--- config.mk ---
export PLATFORM = sky130hd
export DESIGN_NAME = lru_key_value_cache_top
export DESIGN_NICKNAME = d
export VERILOG_FILES = /design/src/sv/lkvc_pkg.sv /design/src/sv/lkvc_ram.sv /design/src/sv/lkvc_ctrl.sv /design/src/sv/lkvc_datapath.sv /design/src/sv/lru_key_value_cache_top.sv
export SDC_FILE = /design/constraint.sdc
export NUM_CORES = 2
export LEC_CHECK = 0
export ABC_AREA = 1
export BUFFER_PORTS_ARGS = -buffer_cell sky130_fd_sc_hd__clkbuf_2
export CELL_PAD_IN_SITES_DETAIL_PLACEMENT = 1
export CELL_PAD_IN_SITES_GLOBAL_PLACEMENT = 1
export CORE_MARGIN = 2
export CORE_UTILIZATION = 45
export CTS_BUF_LIST = sky130_fd_sc_hd__clkbuf_4 sky130_fd_sc_hd__clkbuf_8
export DETAILED_ROUTE_END_ITERATION = 7
export MAX_ROUTING_LAYER = met4
export PLACE_DENSITY = 0.75
export SLEW_MARGIN = 25
export SYNTH_ARGS = -nofsm -noshare
export SYNTH_HDL_FRONTEND = slang
export SYNTH_SLANG_ARGS = --single-unit
--- constraint.sdc ---
create_clock -name clk_i -period 10 [get_ports clk_i]
set_clock_uncertainty 0.05 [all_clocks]
set_input_delay 0 -clock clk_i [delete_from_list [all_inputs] [get_ports clk_i]]
set_output_delay 0 -clock clk_i [all_outputs]
set_load 0.1 [all_outputs]
--- src/sv/lkvc_pkg.sv ---
package lkvc_pkg;

  // Command codes carried on cmd_i.
  localparam logic [1:0] CMD_RETRIEVE = 2'd0;
  localparam logic [1:0] CMD_ADD      = 2'd1;
  localparam logic [1:0] CMD_EXISTS   = 2'd2;

  // Sequencing commands from the controller to the datapath.
  typedef struct packed {
    logic latch;  // capture the accepted item
    logic look;   // key compare and slot selection
    logic exec;   // apply updates and load the result
  } ctrl_cmd_t;

endpackage

--- src/sv/lkvc_ram.sv ---
module lkvc_ram #(
  parameter int Width = 32,
  parameter int Depth = 16
) (
  input  logic                     clk_i,
  input  logic                     we_i,
  input  logic [$clog2(Depth)-1:0] waddr_i,
  input  logic [Width-1:0]         wdata_i,
  input  logic [$clog2(Depth)-1:0] raddr_i,
  output logic [Width-1:0]         rdata_o
);

  logic [Width-1:0] mem_q [Depth];
  logic [Width-1:0] rdata_q;

  always_ff @(posedge clk_i) begin
    if (we_i) begin
      mem_q[waddr_i] <= wdata_i;
    end
    rdata_q <= mem_q[raddr_i];
  end

  assign rdata_o = rdata_q;

endmodule

--- src/sv/lkvc_ctrl.sv ---
module lkvc_ctrl (
  input  logic                clk_i,
  input  logic                rst_ni,
  input  logic                start_i,
  output logic                busy_o,
  output logic                done_o,
  output lkvc_pkg::ctrl_cmd_t cmd_o
);

  localparam logic [1:0] S_IDLE = 2'd0;
  localparam logic [1:0] S_LOOK = 2'd1;
  localparam logic [1:0] S_EXEC = 2'd2;

  logic [1:0] state_q, state_d;
  logic       done_q, done_d;

  always_comb begin
    state_d = state_q;
    unique case (state_q)
      S_IDLE: if (start_i) state_d = S_LOOK;
      S_LOOK: state_d = S_EXEC;
      S_EXEC: state_d = S_IDLE;
      default: state_d = S_IDLE;
    endcase
  end

  assign done_d = (state_q == S_EXEC);

  always_ff @(posedge clk_i or negedge rst_ni) begin
    if (!rst_ni) begin
      state_q <= S_IDLE;
      done_q  <= 1'b0;
    end else begin
      state_q <= state_d;
      done_q  <= done_d;
    end
  end

  assign busy_o      = (state_q != S_IDLE);
  assign done_o      = done_q;
  assign cmd_o.latch = start_i && (state_q == S_IDLE);
  assign cmd_o.look  = (state_q == S_LOOK);
  assign cmd_o.exec  = (state_q == S_EXEC);

endmodule

--- src/sv/lkvc_datapath.sv ---
module lkvc_datapath #(
  parameter int Entries   = 16,
  parameter int KeyBits   = 32,
  parameter int ValueBits = 32
) (
  input  logic                clk_i,
  input  logic                rst_ni,
  input  lkvc_pkg::ctrl_cmd_t cmd_i,
  input  logic                cfg_we_i,
  input  logic [4:0]          cfg_wdata_i,
  input  logic [1:0]          item_cmd_i,
  input  logic [31:0]         item_key_i,
  input  logic [31:0]         item_value_i,
  output logic                found_o,
  output logic [31:0]         data_o,
  output logic                evicted_o,
  output logic [4:0]          occupancy_o
);

  localparam int KW   = (KeyBits < 32) ? KeyBits : 32;
  localparam int VW   = (ValueBits < 32) ? ValueBits : 32;
  localparam int SW   = $clog2(Entries);
  localparam int CW   = $clog2(Entries + 1);
  localparam int CapW = (CW > 5) ? CW : 5;

  logic [1:0]    cmd_q;
  logic [KW-1:0] key_q;
  logic [VW-1:0] val_q;

  logic [KW-1:0] keys_q [Entries];
  logic          valid_q [Entries];
  logic [SW-1:0] rank_q [Entries];
  logic [CW-1:0] count_q;
  logic [CW-1:0] cap_q;

  logic          hit_q, full_q;
  logic [SW-1:0] slot_q, slot_rank_q;

  logic          hit_d;
  logic [SW-1:0] hit_idx, lru_idx, free_idx, slot_d, slot_rank_d;
  logic          full_d;

  logic          is_add, do_touch, do_insert, do_evict;
  logic [VW-1:0] rdata;

  logic          found_q, evicted_q;
  logic [31:0]   data_q;
  logic [CW-1:0] occ_q;
  logic [CW+4:0] occ_ext;

  logic [CapW-1:0] cfg_ext;
  logic [CapW-1:0] cap_sat;

  // Capacity saturates to 1..Entries on write.
  always_comb begin
    cfg_ext = CapW'(cfg_wdata_i);
    if (cfg_ext == '0) begin
      cap_sat = CapW'(1);
    end else if (cfg_ext > CapW'(Entries)) begin
      cap_sat = CapW'(Entries);
    end else begin
      cap_sat = cfg_ext;
    end
  end

  // Parallel compare against every entry; the lowest matching, free and
  // oldest slots are picked out by priority scans.
  always_comb begin
    hit_d    = 1'b0;
    hit_idx  = '0;
    lru_idx  = '0;
    free_idx = '0;
    for (int i = Entries - 1; i >= 0; i--) begin
      if (valid_q[i] && (keys_q[i] == key_q)) begin
        hit_d   = 1'b1;
        hit_idx = SW'(i);
      end
      if (valid_q[i] && (CW'(rank_q[i]) == count_q - CW'(1))) begin
        lru_idx = SW'(i);
      end
      if (!valid_q[i]) begin
        free_idx = SW'(i);
      end
    end
  end

  assign full_d = (count_q >= cap_q);

  always_comb begin
    if (hit_d) begin
      slot_d = hit_idx;
    end else if (full_d) begin
      slot_d = lru_idx;
    end else begin
      slot_d = free_idx;
    end
    slot_rank_d = '0;
    for (int i = 0; i < Entries; i++) begin
      if (slot_d == SW'(i)) slot_rank_d = rank_q[i];
    end
  end

  assign is_add    = (cmd_q == lkvc_pkg::CMD_ADD);
  assign do_evict  = is_add && !hit_q && full_q;
  assign do_insert = is_add && !hit_q && !full_q;
  assign do_touch  = (hit_q && (cmd_q == lkvc_pkg::CMD_RETRIEVE || is_add)) || do_evict;

  lkvc_ram #(
    .Width(VW),
    .Depth(Entries)
  ) u_values (
    .clk_i  (clk_i),
    .we_i   (cmd_i.exec && is_add),
    .waddr_i(slot_q),
    .wdata_i(val_q),
    .raddr_i(hit_idx),
    .rdata_o(rdata)
  );

  always_ff @(posedge clk_i) begin
    if (cmd_i.latch) begin
      cmd_q <= item_cmd_i;
      key_q <= item_key_i[KW-1:0];
      val_q <= item_value_i[VW-1:0];
    end
    if (cmd_i.look) begin
      hit_q       <= hit_d;
      full_q      <= full_d;
      slot_q      <= slot_d;
      slot_rank_q <= slot_rank_d;
    end
    if (cmd_i.exec) begin
      for (int i = 0; i < Entries; i++) begin
        if (is_add && !hit_q && slot_q == SW'(i)) keys_q[i] <= key_q;
      end
      found_q   <= hit_q && (cmd_q == lkvc_pkg::CMD_RETRIEVE || is_add ||
                             cmd_q == lkvc_pkg::CMD_EXISTS);
      data_q    <= (hit_q && cmd_q == lkvc_pkg::CMD_RETRIEVE) ? 32'(rdata) : '0;
      evicted_q <= do_evict;
      occ_q     <= count_q + CW'(do_insert);
    end
  end

  always_ff @(posedge clk_i or negedge rst_ni) begin
    if (!rst_ni) begin
      for (int i = 0; i < Entries; i++) begin
        valid_q[i] <= 1'b0;
        rank_q[i]  <= '0;
      end
      count_q <= '0;
      cap_q   <= CW'(Entries);
    end else begin
      if (cfg_we_i) begin
        cap_q <= CW'(cap_sat);
      end
      if (cmd_i.exec) begin
        for (int i = 0; i < Entries; i++) begin
          if (do_touch) begin
            if (slot_q == SW'(i)) begin
              rank_q[i] <= '0;
            end else if (valid_q[i] && rank_q[i] < slot_rank_q) begin
              rank_q[i] <= rank_q[i] + SW'(1);
            end
          end else if (do_insert) begin
            if (slot_q == SW'(i)) begin
              rank_q[i]  <= '0;
              valid_q[i] <= 1'b1;
            end else if (valid_q[i]) begin
              rank_q[i] <= rank_q[i] + SW'(1);
            end
          end
        end
        if (do_insert) begin
          count_q <= count_q + CW'(1);
        end
      end
    end
  end

  assign occ_ext     = (CW + 5)'(occ_q);
  assign found_o     = found_q;
  assign data_o      = data_q;
  assign evicted_o   = evicted_q;
  assign occupancy_o = occ_ext[4:0];

endmodule

--- src/sv/lru_key_value_cache_top.sv ---
// Fully associative key/value cache with least-recently-used replacement.
// An item is taken when start_i is high and busy_o is low; its result is
// shown for exactly one cycle under done_o after the look and exec steps,
// and the receiver cannot hold it off. No item is taken while busy_o is
// high: look compares the key against all entries in parallel, picks the
// slot and addresses the value memory (registered read); exec uses the read
// value and applies the recency, key and value updates; the registered
// result is then presented while a new item may already be taken. Capacity
// is written through cfg_we_i/cfg_wdata_i and saturated to 1..ENTRIES; the
// user must write it only while the block is idle; it does not enforce this.
module lru_key_value_cache_top #(
  parameter int ENTRIES    = 16,
  parameter int KEY_BITS   = 32,
  parameter int VALUE_BITS = 32
) (
  input  logic        clk_i,
  input  logic        rst_ni,
  input  logic        cfg_we_i,
  input  logic [4:0]  cfg_wdata_i,
  input  logic        start_i,
  output logic        busy_o,
  input  logic [1:0]  cmd_i,
  input  logic [31:0] key_i,
  input  logic [31:0] value_i,
  output logic        done_o,
  output logic        found_o,
  output logic [31:0] data_o,
  output logic        evicted_o,
  output logic [4:0]  occupancy_o
);

  lkvc_pkg::ctrl_cmd_t ctrl_cmd;

  lkvc_ctrl u_ctrl (
    .clk_i  (clk_i),
    .rst_ni (rst_ni),
    .start_i(start_i),
    .busy_o (busy_o),
    .done_o (done_o),
    .cmd_o  (ctrl_cmd)
  );

  lkvc_datapath #(
    .Entries  (ENTRIES),
    .KeyBits  (KEY_BITS),
    .ValueBits(VALUE_BITS)
  ) u_datapath (
    .clk_i       (clk_i),
    .rst_ni      (rst_ni),
    .cmd_i       (ctrl_cmd),
    .cfg_we_i    (cfg_we_i),
    .cfg_wdata_i (cfg_wdata_i),
    .item_cmd_i  (cmd_i),
    .item_key_i  (key_i),
    .item_value_i(value_i),
    .found_o     (found_o),
    .data_o      (data_o),
    .evicted_o   (evicted_o),
    .occupancy_o (occupancy_o)
  );

  // An accepted item keeps the block busy in the following cycle.
  assert property (@(posedge clk_i) disable iff (!rst_ni)
    start_i && !busy_o |=> busy_o)
    else $error("busy_o not raised after an item was accepted");

  // Results are never on two adjacent cycles.
  assert property (@(posedge clk_i) disable iff (!rst_ni)
    done_o |=> !done_o)
    else $error("done_o held for more than one cycle");

  // Data is zero unless the key was found.
  assert property (@(posedge clk_i) disable iff (!rst_ni)
    done_o && !found_o |-> data_o == '0)
    else $error("nonzero data on a miss");

  // An eviction only happens when the key was absent.
  assert property (@(posedge clk_i) disable iff (!rst_ni)
    done_o && evicted_o |-> !found_o)
    else $error("eviction reported on a hit");

endmodule

==> results.ini <==
[outcome]
outcome=finished clean

[setup_path]
slowest_stage=edfxtp_1
cp.required_ps=10780
worstReg2RegStart=u_datapath.key_q[16]
slowest_delay_ps=940
arrival_ps=7310
cp_common_cell=nand2_1
reg2reg_slack_ps=3470
criticalPathCategory=reg2reg
worstSetupEndpointType=flip-flop
ff2ff_path_depth=27
startpoint_type=flip-flop
r2r_end=u_datapath.u_values.rdata_o[7]
path_max_fanout=120

[floorplan]
row_count=128
die_x_um=353.2
design.portCount=116
coreArea_um2=121400
initial_core_util=0.4520
die_area_um2=124700
die_y_um=353.2

[routing]
top_layer_used=met4
ant_nets=0
drc_errors=0
drt_wl_total_mm=179.2
wl_met2_mm=86.15
dr_total_vias=40040
wire_per_inst_um=26.03
drtPass1Iterations=5
route.met3.wl_mm=13.80
wl_met1_mm=71.35
vias_per_cell=5.816
drt_iter0_drc=4380

[pwr]
power_mw=11.94
p_int_mw=8.753
power_per_cell_area_nw_per_um2=188.6
pwr-share-comb=0.096
leakagePower_nw=23.60
vdd_drop_max_v=0.0001327
seq_power_share=0.504
p_sw_mw=3.191
clockPowerShare=0.399
switching_share=0.2672

[yosys]
ys_seq_area_frac=0.6775
avgSynthCellArea_um2=11.62
synthArstFlopShare=0.07358
synth_most_common_cell=nand2_1
synth_edf_count=1139
synth_nets=4871
netlist.area_leader.share=0.6234
ys_ff_latch=1264
synth.area.top_cells=edfxtp_1, nand2_1, dfrtp_1
yosysTopAreaCell=edfxtp_1
syn-instance-count=4723
netlist_area_um2=54870
yosys_warnings=0
ys_top_cells_by_count=nand2_1, edfxtp_1, inv_1, nor2_1, a21oi_1
synth_ff_type=edfxtp_1
yosys.cell_types.count=58

[grt]
gr-total-overflow=0
grt_pass1_vias=42280
grt_max_degree=140
grtUsageTotal=0.2928
grt_pass1_wl_mm=266.4
antenna_found_initial=6

[layout]
final_nets=5237
design_area_um2=63350
multi_input_area_um2=15690
seq_area_um2=37170
syn2layout_area_growth_pct=15.45
final.fill_count=12800
drive_gt1_frac=0.1324

[timing]
fin_hold_ws_ps=90.25
fmax_ghz=0.1531
rsz0062_at_grt=no
post-route-period-util=0.6532
hold_violations=0
fin_tns_setup_ps=0
maxSlewHeadroom=0.2552
setup_viol=0
finalCriticalPeriod_ps=6532
worst_pin_slew_ps=1116
timing_max_transition_violations_final=0

[clock_tree]
cts_buffer_depth=3
clock_latency_ps=950
path_clk_slew_ps=70
cts_tree=built
hold_buffers=153
cts_resized=0
htreeDepth=4
cts_buffers=202
postCtsSetupRepairBufs=0
cts-root-buf=clkbuf_8
clock_sinks=1264

[placed_design]
port-buffer-count=115
gp_congestion=0.9008
postPlaceCellArea_um2=57450
dp.final_hpwl_mm=102.8

[flow_run]
maxCapViolCount=0

[hold_path]
hold_path_class=in2async

==> worst max path at each step <==
stage	startpoint	to	slack, ps	cells past startpoint
after floorplan	u_ctrl.state_q[1]	u_datapath.keys_q[3][0]	4310	5
after global placement	u_datapath.count_q[0]	u_datapath.slot_rank_q[0]	3480	40
after detailed placement	u_datapath.key_q[16]	u_datapath.u_values.rdata_o[7]	3550	27
after CTS	u_datapath.key_q[16]	u_datapath.u_values.rdata_o[7]	3550	27
after global routing	u_datapath.key_q[30]	u_datapath.u_values.rdata_o[7]	3060	27
final	u_datapath.key_q[16]	u_datapath.u_values.rdata_o[7]	3470	27
==> per-layer routing <==
layer / vias up / track usage
met5: - / -
met4: 0 / 0.1288
met3: 484 / 0.04987
met2: 1796 / 0.4674
met1: 20360 / 0.3681
li1: 17400 / -
==> sequential cells by signal, summed over array words and instances (netlist names), 4 cells and up <==
register,count
u_datapath.cap_q,5
u_datapath.count_q,5
u_datapath.data_o,32
u_datapath.key_q,32
u_datapath.keys_q,512
u_datapath.occupancy_o,5
u_datapath.rank_q,64
u_datapath.slot_q,4
u_datapath.slot_rank_q,4
u_datapath.u_values.mem_q,512
u_datapath.u_values.rdata_o,32
u_datapath.val_q,32
u_datapath.valid_q,16
==> cell usage in the layout, fill, tap and decap left out, types with 10 or more instances in the layout <==
cell           count
nand2_1         1251
edfxtp_1        1139
inv_1            304
a21oi_1          230
nor2_1           224
clkbuf_8         223
o21ai_0          162
xor2_1           156
dlygate4sd3_1    152
clkbuf_2         114
a211oi_1          99
nand3_1           92
buf_4             92
dfrtp_1           91
xnor2_1           84
clkbuf_4          82
o22ai_1           78
nand4_1           74
ha_1              73
nor3_1            46
nor4_1            40
or2_2             37
o211ai_1          33
o31ai_1           33
inv_2             32
dfxtp_1           32
o2111ai_1         27
o32ai_1           26
clkinv_1          24
nor2_4            23
a21boi_0          18
clkinv_2          18
nor3_2            16
o21ai_1           14
a211o_1           10
==> power by group through the flow <==
stage               Clock [mW]  Combinational, mW  Sequential [mW]
finish                    4.77               1.15             6.02
global route              5.02               1.22             6.03
CTS                       4.80               1.13             6.02
detailed placement           0               1.08             6.13
global placement             0               1.05             6.12
floorplan                    0              0.573             6.18
==> area by class of cell <==
class | count | area share
tap | 1625 | 0.03210
sequential | 1264 | 0.5868
clock buffer | 305 | 0.05817
inverter | 341 | 0.02042
clock inverter | 66 | 0.01001
multi-input combinational | 2920 | 0.2477
timing repair buffer | 360 | 0.04460
antenna | 4 | 0.0001580
==> through the flow <==
step / cells / worst slack, ps / util
after CTS: 6880 / 3553 / 0.5216
after global placement: 6356 / 3481 / 0.4732
after global routing: 6883 / 3060 / 0.5218
after floorplan: 4723 / 4310 / -
final: 6885 / 3468 / 0.5218
after detailed placement: 6356 / 3548 / 0.4732
==> worst max-delay path, delay by kind of cell, from the launching register on <==
family,cells,cell delay (ps)
buffers and inverters,4,2140
and+or+nand+nor,21,2470
AOI/OAI and AO/OA,2,590
DFF,1,940
==> kinds of logic after synthesis <==
family,synth area share
and+or+nand+nor,0.1391
buffers and inverters,0.04134
xor gates and xnor gates,0.03831
DFF,0.6775
adders and majority gates,0.01665
AOI/OAI and AO/OA,0.08709
Note: power is estimated with default switching activity, not from simulation.
